### src/design/ddsim_pkg.sv
// ----------------------------------------------------------------------------
// ddsim_pkg: shared types and constants of the degree-day snow and ice melt
// Field widths, register indexes, reset values, saturation limits, rounding offsets and state codes.
// ----------------------------------------------------------------------------
package ddsim_pkg;

  // Field widths
  localparam int unsigned TempW   = 14;
  localparam int unsigned PrecipW = 16;
  localparam int unsigned AreaW   = 17;
  localparam int unsigned CorrW   = 16;
  localparam int unsigned FactorW = 13;
  localparam int unsigned StoreW  = 24;
  localparam int unsigned SnowW   = 18;
  localparam int unsigned RunW    = 25;
  localparam int unsigned MulAW   = 25;
  localparam int unsigned MulBW   = 17;
  localparam int unsigned ProdW   = MulAW + MulBW;

  localparam int unsigned InDataW  = 48;
  localparam int unsigned OutDataW = 208;
  localparam int unsigned CfgIdxW  = 3;
  localparam int unsigned CfgDataW = 24;

  // Register indexes
  typedef enum logic [CfgIdxW-1:0] {
    REG_SNOW_CORR  = 3'd0,
    REG_RAIN_THR   = 3'd1,
    REG_MELT_THR   = 3'd2,
    REG_SNOW_FACT  = 3'd3,
    REG_ICE_FACT   = 3'd4,
    REG_INIT_STORE = 3'd5
  } cfg_reg_e;

  // Register reset values
  localparam logic [CorrW-1:0]   SnowCorrRst  = 16'd16384;
  localparam logic [FactorW-1:0] SnowFactRst  = 13'd768;
  localparam logic [FactorW-1:0] IceFactRst   = 13'd1536;

  // Saturation limits
  localparam logic [StoreW-1:0] StoreMax = {StoreW{1'b1}};
  localparam logic [RunW-1:0]   RunMax   = {RunW{1'b1}};

  // Rounding offsets
  localparam logic [ProdW-1:0] SnowRnd = ProdW'(1) << 13;
  localparam logic [ProdW-1:0] MeltRnd = ProdW'(1) << 7;
  localparam logic [ProdW-1:0] RunRnd  = ProdW'(1) << 15;

  // Sequencer states
  typedef enum logic [5:0] {
    ST_IDLE = 6'b000001,
    ST_SNOW = 6'b000010,
    ST_MELT = 6'b000100,
    ST_UPD  = 6'b001000,
    ST_RUN  = 6'b010000,
    ST_OUT  = 6'b100000
  } state_e;

endpackage

### src/design/degree_day_snow_ice_melt.sv
// ----------------------------------------------------------------------------
// degree_day_snow_ice_melt: degree-day snow and glacier-ice melt, one step
// Splits precipitation into rain and corrected snow, keeps the snow store,
// melts snow or bare ice above the melt threshold and reports the runoff.
// ----------------------------------------------------------------------------
//
//  Channel   Direction  Handshake                        Payload
//  s_axis    in         s_axis_tvalid / s_axis_tready    one time step
//  m_axis    out        m_axis_tvalid / m_axis_tready    one result per step
//  cfg       in         cfg_we_i (no back-pressure)      register index + data
//
//  An item holds the block for the accept cycle and five sequencer steps around
//  the single 25x17 multiplier; its result enters the output register as the
//  last step ends, once that register is free. The input is ready only when
//  idle; a stalled result waits in the output register while the next item
//  runs, and that item waits in its last step until the register frees up.
//  Reset empties the store and restores register defaults and handshake state.
// ----------------------------------------------------------------------------
module degree_day_snow_ice_melt (
  input  logic                              clk_i,
  input  logic                              rst_ni,
  // first_step[0], air_temp[14:1], precipitation[30:15], area_scale[47:31]
  input  logic [ddsim_pkg::InDataW-1:0]     s_axis_tdata,
  input  logic                              s_axis_tvalid,
  output logic                              s_axis_tready,
  // rain_out[15:0], snow_out[33:16], snow_store_out[57:34],
  // snow_melt_out[81:58], ice_melt_out[105:82], total_melt_out[129:106],
  // accumulation_out[154:130], runoff_out[179:155],
  // scaled_runoff_out[204:180], zero fill above
  output logic [ddsim_pkg::OutDataW-1:0]    m_axis_tdata,
  output logic                              m_axis_tvalid,
  input  logic                              m_axis_tready,
  input  logic                              cfg_we_i,
  input  logic [ddsim_pkg::CfgIdxW-1:0]     cfg_idx_i,
  input  logic [ddsim_pkg::CfgDataW-1:0]    cfg_data_i
);

  localparam int unsigned ProdW  = ddsim_pkg::ProdW;
  localparam int unsigned StoreW = ddsim_pkg::StoreW;
  localparam int unsigned RunW   = ddsim_pkg::RunW;
  localparam int unsigned SnowW  = ddsim_pkg::SnowW;

  // ---------------------------------------------------------------------------
  // Configuration registers
  // ---------------------------------------------------------------------------
  logic [ddsim_pkg::CorrW-1:0]   snow_corr_q;
  logic signed [ddsim_pkg::TempW-1:0] rain_thr_q;
  logic signed [ddsim_pkg::TempW-1:0] melt_thr_q;
  logic [ddsim_pkg::FactorW-1:0] snow_fact_q;
  logic [ddsim_pkg::FactorW-1:0] ice_fact_q;
  logic [StoreW-1:0]             init_store_q;

  always_ff @(posedge clk_i or negedge rst_ni) begin
    if (!rst_ni) begin
      snow_corr_q  <= ddsim_pkg::SnowCorrRst;
      rain_thr_q   <= '0;
      melt_thr_q   <= '0;
      snow_fact_q  <= ddsim_pkg::SnowFactRst;
      ice_fact_q   <= ddsim_pkg::IceFactRst;
      init_store_q <= '0;
    end else if (cfg_we_i) begin
      // Indexes past the list fall into the default arm and are dropped.
      unique case (cfg_idx_i)
        ddsim_pkg::REG_SNOW_CORR:  snow_corr_q  <= cfg_data_i[ddsim_pkg::CorrW-1:0];
        ddsim_pkg::REG_RAIN_THR:   rain_thr_q   <= cfg_data_i[ddsim_pkg::TempW-1:0];
        ddsim_pkg::REG_MELT_THR:   melt_thr_q   <= cfg_data_i[ddsim_pkg::TempW-1:0];
        ddsim_pkg::REG_SNOW_FACT:  snow_fact_q  <= cfg_data_i[ddsim_pkg::FactorW-1:0];
        ddsim_pkg::REG_ICE_FACT:   ice_fact_q   <= cfg_data_i[ddsim_pkg::FactorW-1:0];
        ddsim_pkg::REG_INIT_STORE: init_store_q <= cfg_data_i[StoreW-1:0];
        default: ;
      endcase
    end
  end

  // ---------------------------------------------------------------------------
  // Input field unpacking
  // ---------------------------------------------------------------------------
  logic                               in_first;
  logic signed [ddsim_pkg::TempW-1:0] in_temp;
  logic [ddsim_pkg::PrecipW-1:0]      in_precip;
  logic [ddsim_pkg::AreaW-1:0]        in_area;

  assign in_first  = s_axis_tdata[0];
  assign in_temp   = s_axis_tdata[14:1];
  assign in_precip = s_axis_tdata[30:15];
  assign in_area   = s_axis_tdata[47:31];

  // ---------------------------------------------------------------------------
  // Sequencer and working registers
  // ---------------------------------------------------------------------------
  ddsim_pkg::state_e state_q, state_d;

  logic                          rain_q;      // step is a rain step
  logic                          warm_q;      // step is above melt threshold
  logic [ddsim_pkg::TempW-1:0]   diff_q;      // air_temp - melt_threshold
  logic [ddsim_pkg::PrecipW-1:0] precip_q;
  logic [ddsim_pkg::AreaW-1:0]   area_q;
  logic [StoreW-1:0]             store_q;
  logic [ProdW-1:0]              prod_q;
  logic [SnowW-1:0]              snow_q;
  logic [StoreW-1:0]             smelt_q, imelt_q, mtot_q;
  logic [RunW-1:0]               acc_q, runoff_q;

  logic in_xfer, out_load;
  logic signed [ddsim_pkg::TempW:0] diff_full;

  assign s_axis_tready = (state_q == ddsim_pkg::ST_IDLE);
  assign in_xfer       = s_axis_tvalid && s_axis_tready;
  assign out_load      = (state_q == ddsim_pkg::ST_OUT) && (!m_axis_tvalid || m_axis_tready);
  assign diff_full     = (ddsim_pkg::TempW+1)'(in_temp) - (ddsim_pkg::TempW+1)'(melt_thr_q);

  always_comb begin
    state_d = state_q;
    unique case (state_q)
      ddsim_pkg::ST_IDLE: if (in_xfer) state_d = ddsim_pkg::ST_SNOW;
      ddsim_pkg::ST_SNOW: state_d = ddsim_pkg::ST_MELT;
      ddsim_pkg::ST_MELT: state_d = ddsim_pkg::ST_UPD;
      ddsim_pkg::ST_UPD:  state_d = ddsim_pkg::ST_RUN;
      ddsim_pkg::ST_RUN:  state_d = ddsim_pkg::ST_OUT;
      ddsim_pkg::ST_OUT:  if (out_load) state_d = ddsim_pkg::ST_IDLE;
      default:            state_d = ddsim_pkg::ST_IDLE;
    endcase
  end

  // ---------------------------------------------------------------------------
  // Shared multiplier: snowfall, then melt, then area scaling
  // ---------------------------------------------------------------------------
  logic [ddsim_pkg::MulAW-1:0] mul_a;
  logic [ddsim_pkg::MulBW-1:0] mul_b;
  logic [ProdW-1:0]            prod_d;

  always_comb begin
    mul_a = '0;
    mul_b = '0;
    unique case (state_q)
      ddsim_pkg::ST_SNOW: begin
        mul_a = ddsim_pkg::MulAW'(precip_q);
        mul_b = ddsim_pkg::MulBW'(snow_corr_q);
      end
      ddsim_pkg::ST_MELT: begin
        // Bare ice melts only when the store is exactly empty.
        mul_a = ddsim_pkg::MulAW'(diff_q);
        mul_b = (store_q == '0) ? ddsim_pkg::MulBW'(ice_fact_q)
                                : ddsim_pkg::MulBW'(snow_fact_q);
      end
      ddsim_pkg::ST_RUN: begin
        mul_a = runoff_q;
        mul_b = area_q;
      end
      default: ;
    endcase
    prod_d = ProdW'(mul_a) * ProdW'(mul_b);
  end

  // ---------------------------------------------------------------------------
  // Rounding, limiting and store update
  // ---------------------------------------------------------------------------
  logic [ProdW-1:0]  snow_rnd, melt_rnd;
  logic [SnowW-1:0]  snow_d;
  logic [StoreW-1:0] melt_raw, smelt_d, imelt_d, mtot_d;
  logic [RunW-1:0]   sum_d;

  assign snow_rnd = prod_q + ddsim_pkg::SnowRnd;
  assign melt_rnd = prod_q + ddsim_pkg::MeltRnd;
  assign snow_d   = rain_q ? '0 : snow_rnd[14 +: SnowW];
  // Melt product is at most 27 bits, so its rounded value fits the store width.
  assign melt_raw = melt_rnd[8 +: StoreW];

  always_comb begin
    smelt_d = '0;
    imelt_d = '0;
    if (warm_q) begin
      if (store_q == '0) begin
        imelt_d = melt_raw;
      end else begin
        smelt_d = (melt_raw > store_q) ? store_q : melt_raw;
      end
    end
    mtot_d = smelt_d + imelt_d;
    sum_d  = RunW'(store_q) - RunW'(smelt_d) + RunW'(snow_q);
  end

  always_ff @(posedge clk_i or negedge rst_ni) begin
    if (!rst_ni) begin
      state_q <= ddsim_pkg::ST_IDLE;
      store_q <= '0;
    end else begin
      state_q <= state_d;
      if (in_xfer && in_first) begin
        store_q <= init_store_q;
      end else if (state_q == ddsim_pkg::ST_UPD) begin
        // Saturate the store at its maximum after snowfall is added.
        store_q <= sum_d[StoreW] ? ddsim_pkg::StoreMax : sum_d[StoreW-1:0];
      end
    end
  end

  always_ff @(posedge clk_i) begin
    if (in_xfer) begin
      rain_q   <= in_temp > rain_thr_q;
      warm_q   <= in_temp > melt_thr_q;
      diff_q   <= diff_full[ddsim_pkg::TempW-1:0];
      precip_q <= in_precip;
      area_q   <= in_area;
    end
    if (state_q == ddsim_pkg::ST_SNOW || state_q == ddsim_pkg::ST_MELT ||
        state_q == ddsim_pkg::ST_RUN) begin
      prod_q <= prod_d;
    end
    if (state_q == ddsim_pkg::ST_MELT) begin
      snow_q <= snow_d;
    end
    if (state_q == ddsim_pkg::ST_UPD) begin
      smelt_q  <= smelt_d;
      imelt_q  <= imelt_d;
      mtot_q   <= mtot_d;
      acc_q    <= RunW'(snow_q) - RunW'(mtot_d);
      runoff_q <= RunW'(mtot_d) + (rain_q ? RunW'(precip_q) : '0);
    end
  end

  // ---------------------------------------------------------------------------
  // Output register: holds a result until its transfer
  // ---------------------------------------------------------------------------
  logic [ProdW-1:0] run_rnd;
  logic [RunW-1:0]  scaled;

  assign run_rnd = prod_q + ddsim_pkg::RunRnd;
  // Area scales above one can push the product past the field: saturate.
  assign scaled  = (run_rnd[ProdW-1:16+RunW] != '0) ? ddsim_pkg::RunMax
                                                   : run_rnd[16 +: RunW];

  logic m_valid_q;
  logic [ddsim_pkg::OutDataW-1:0] m_data_q;

  always_ff @(posedge clk_i or negedge rst_ni) begin
    if (!rst_ni) begin
      m_valid_q <= 1'b0;
    end else if (out_load) begin
      m_valid_q <= 1'b1;
    end else if (m_axis_tready) begin
      m_valid_q <= 1'b0;
    end
  end

  always_ff @(posedge clk_i) begin
    if (out_load) begin
      m_data_q <= {3'b000, scaled, runoff_q, acc_q, mtot_q, imelt_q, smelt_q,
                   store_q, snow_q, (rain_q ? precip_q : '0)};
    end
  end

  assign m_axis_tvalid = m_valid_q;
  assign m_axis_tdata  = m_data_q;

endmodule

### config.mk
export PLATFORM = sky130hd
export DESIGN_NAME = degree_day_snow_ice_melt
export DESIGN_NICKNAME = d
export VERILOG_FILES = /design/src/design/ddsim_pkg.sv /design/src/design/degree_day_snow_ice_melt.sv
export SDC_FILE = /design/constraint.sdc
export NUM_CORES = 2
export LEC_CHECK = 0
export BUFFER_PORTS_ARGS = -buffer_cell sky130_fd_sc_hd__buf_4
export CAP_MARGIN = 20
export CORE_ASPECT_RATIO = 0.6
export CORE_MARGIN = 2
export CORE_UTILIZATION = 35
export DETAILED_ROUTE_END_ITERATION = 6
export GPL_ROUTABILITY_DRIVEN = 0
export PLACE_DENSITY = 0.51
export SLEW_MARGIN = 20
export SYNTH_ARGS = -nofsm -noshare
export SYNTH_HDL_FRONTEND = slang
export SYNTH_SLANG_ARGS = --single-unit
### constraint.sdc
create_clock -name clk_i -period 14.8 [get_ports clk_i]
set_input_delay 4.44 -clock clk_i [delete_from_list [all_inputs] [get_ports clk_i]]
set_output_delay 4.44 -clock clk_i [all_outputs]
set_load 0.05 [all_outputs]
==> impl_metrics.tcl <==
set metrics [dict create \
    outcome "finished, final reports clean" \
    cellPowerDensity_nw_per_um2 148 \
    io_pins 290 \
    p_sw_mw 2.82 \
    cts_setup_buffers 0 \
    num_rows 95 \
    grt_pass1_vias 27500 \
    skew_ns 0.0209 \
    drt_pass1_iterations 5 \
    fin_cells 5546 \
    r2r-end "runoff_q[23]" \
    synthArstFlopShare 0.226 \
    synth_top_area_cell "edfxtp_1" \
    synth_adder_area_share 0.263 \
    path_class "flop to flop" \
    synth_common_cells "589 x inv_1, 444 x nand2_1, 429 x edfxtp_1" \
    synth_top_area_share 0.324 \
    via_count 28300 \
    syn_avg_cell_area_um2 10.7 \
    cp_max_fo 26 \
    yosysWarnings 0 \
    post-route-util 0.406 \
    die-area_um2 116000 \
    fmax_mhz 88.8 \
    synth_cell_types 89 \
    grt_antenna_before_repair 2 \
    routed_wl_um 128000 \
    htree_levels 2 \
    fin_setup_tns_ns 0 \
    ant_nets 0 \
    globalRouteOverflowTotal 0 \
    place_hpwl_um 100000 \
    worstSetupEndpointType "flop" \
    worstMarginPinSlew_ns 1.16 \
    drtIter0Drc 2920 \
    switching_share 0.419 \
    start_util 0.354 \
    leakage_nw 19.7 \
    final_nets 4691 \
    cp_slowest_cell "nor3_1" \
    drv_slew 0 \
    ir_worst_vdd_mv 0.128 \
    slew_headroom 0.223 \
    grtUsageTotal 0.218 \
    setup_viol 0 \
    whs_ns 0.415 \
    clockRootBuffer "clkbuf_16" \
    min_period_over_period 0.761 \
    synth_flop_cell "edfxtp_1" \
    synthMuxAreaShare 0.0238 \
    cts_hold_buf 0 \
    clockBufferDepth 3 \
    reg2reg_depth 34 \
    p_clk_frac 0.223 \
    wire_per_inst_um 23.0 \
    clock_latency_ns 0.64 \
    dp.cells 5442 \
    cts_resized 0 \
    ys_ff_latch 554 \
    yosysSeqAreaShare 0.403 \
    clock-sinks 554 \
    synth-simple-area-share 0.121 \
    synthCells 3730 \
    internal_power_mw 3.92 \
    fp.coreArea_um2 112000 \
    grt_max_degree 139 \
    critPathLaunch "prod_q[15]" \
    synth_edf_count 429 \
    arrival_ns 11.62 \
    synthXorXnorAreaFrac 0.0399 \
    port_buffers 286 \
    critical_path.max_stage_delay_ns 0.77 \
    die_w_um 439 \
    die_height_um 265 \
    yosysMostFrequentCell "inv_1" \
    vias_per_cell 5.10 \
    cts_buffers 56 \
    setup.worst_path.start_class "flop" \
    endpoint "runoff_q[23]" \
    p_seq_frac 0.320 \
    area_delta_synth_final_pct 14.8 \
    cts_tree "done" \
    synth_compound_area_frac 0.0823 \
    synth_top_family_by_area "adder cells" \
    r2r_slack_ns 3.54 \
    setup_ws_ns 3.54 \
    cp.required_ns 15.16 \
    drv_cap 0 \
    worst_path_most_repeated_cell "ha_1" \
    hp-start "imelt_q[12]" \
    grt_pass1_wl_um 187000 \
    n_antenna_cell 0 \
    comb_power_share 0.458 \
    reg2reg_from "prod_q[15]" \
    hold_violations 0 \
    pre_cts_slack_ns 4.18 \
    clkSlewWorstSetupHoldPaths_ns 0.07 \
    drive_gt1_frac 0.134 \
    hold_path_class "flop to flop" \
    fin_crit_ns 11.26 \
    syn-cell-area_um2 39800 \
    route.detailed.drc 0 \
    grt_setup_unrepaired "false" \
    synthTopCellsByArea "edfxtp_1 32%, fa_1 18%, ha_1 7.8%" \
]
-- worst min-delay path by stage --
| stage | depth (start not counted) | to | slack [ns] |
|---|---|---|---|
| final | 0 | m_axis_tdata[94] | 0.42 |
| after global routing | 0 | m_axis_tdata[126] | 0.42 |
| after CTS | 0 | m_axis_tdata[81] | 0.42 |
| after detailed placement | 0 | m_axis_tdata[121] | 0.40 |
| after global placement | 0 | m_axis_tdata[94] | 0.40 |
| after floorplan | 0 | m_axis_tdata[100] | 0.40 |
-- kinds of logic after synthesis --
logic type                 after synthesis
adders and majority gates              617
AOI/OAI and AO/OA                      498
and+or+nand+nor                       1087
muxes                                   86
buffers and inverters                  711
DFF                                    554
other                                    1
xor gates and xnor gates               176
-- state kept, by name, summed over array words and instances (netlist names), 13 cells and up --
signal / count
prod_q: 35
area_q: 17
mtot_q: 24
snow_corr_q: 16
imelt_q: 24
m_axis_tdata: 205
smelt_q: 24
init_store_q: 24
snow_q: 18
diff_q: 14
snow_fact_q: 13
precip_q: 16
acc_q: 25
store_q: 24
melt_thr_q: 14
runoff_q: 25
ice_fact_q: 13
rain_thr_q: 14
-- stage by stage --
| stage | power [mW] | instance area (µm²) |
|---|---|---|
| 2_1_floorplan | 4.22 | 39800 |
| 3_3_place_gp | 5.18 | 43800 |
| 3_5_place_dp | 5.19 | 43800 |
| 4_1_cts | 6.73 | 45600 |
| 5_1_grt | 7.16 | 45700 |
| 6_report | 6.74 | 45700 |
-- layer usage --
| layer | vias up | share of wire | global-route usage |
|---|---|---|---|
| met2 | 1081 | 0.40 | 0.296 |
| met4 | 2 | 0.017 | 0.0363 |
| met5 | - | 0.00036 | 0.00289 |
| li1 | 12900 | - | - |
| met1 | 14200 | 0.50 | 0.351 |
| met3 | 110 | 0.086 | 0.0462 |
-- worst max-delay path: cells and delay by family, from the launching register on --
family | cells | cell delay (ns)
buf+inv | 4 | 0.91
xor+xnor | 3 | 1.20
compound gates | 9 | 3.49
fa+ha+maj | 4 | 1.26
simple gates | 14 | 3.59
flops | 1 | 0.51
-- final cells by class --
class,count,area (µm²)
Clock buffer,67,1470
Clock inverter,36,418
Fill cell,10900,66700
Inverter,590,2220
Multi-Input combinational cell,2467,21200
Sequential cell,554,16000
Tap cell,1503,1880
Timing Repair Buffer,329,2490
-- cells in the final DEF, fill, tap and decap left out, types with 37 or more instances in the layout --
cell and instances:
a21oi_1 128, ha_1 249, buf_4 327, nor3_1 37, fa_1 364, a21o_1 37, nand2_1 443, dfrtp_1 119
clkbuf_16 57, mux2_2 68, xnor2_1 95, o21ai_0 105, nand3_1 44, and2_1 74, inv_1 588, edfxtp_1 429
nor2_1 324, xor2_1 77
-- power by group through the flow --
stage               clock, mW  combinational [mW]  sequential [mW]
finish                   1.50                3.09             2.16
global route             1.60                3.38             2.17
CTS                      1.55                3.03             2.15
detailed placement          0                3.00             2.19
global placement            0                3.00             2.18
floorplan                   0                2.13             2.09
(Power assumes the default switching activity.)
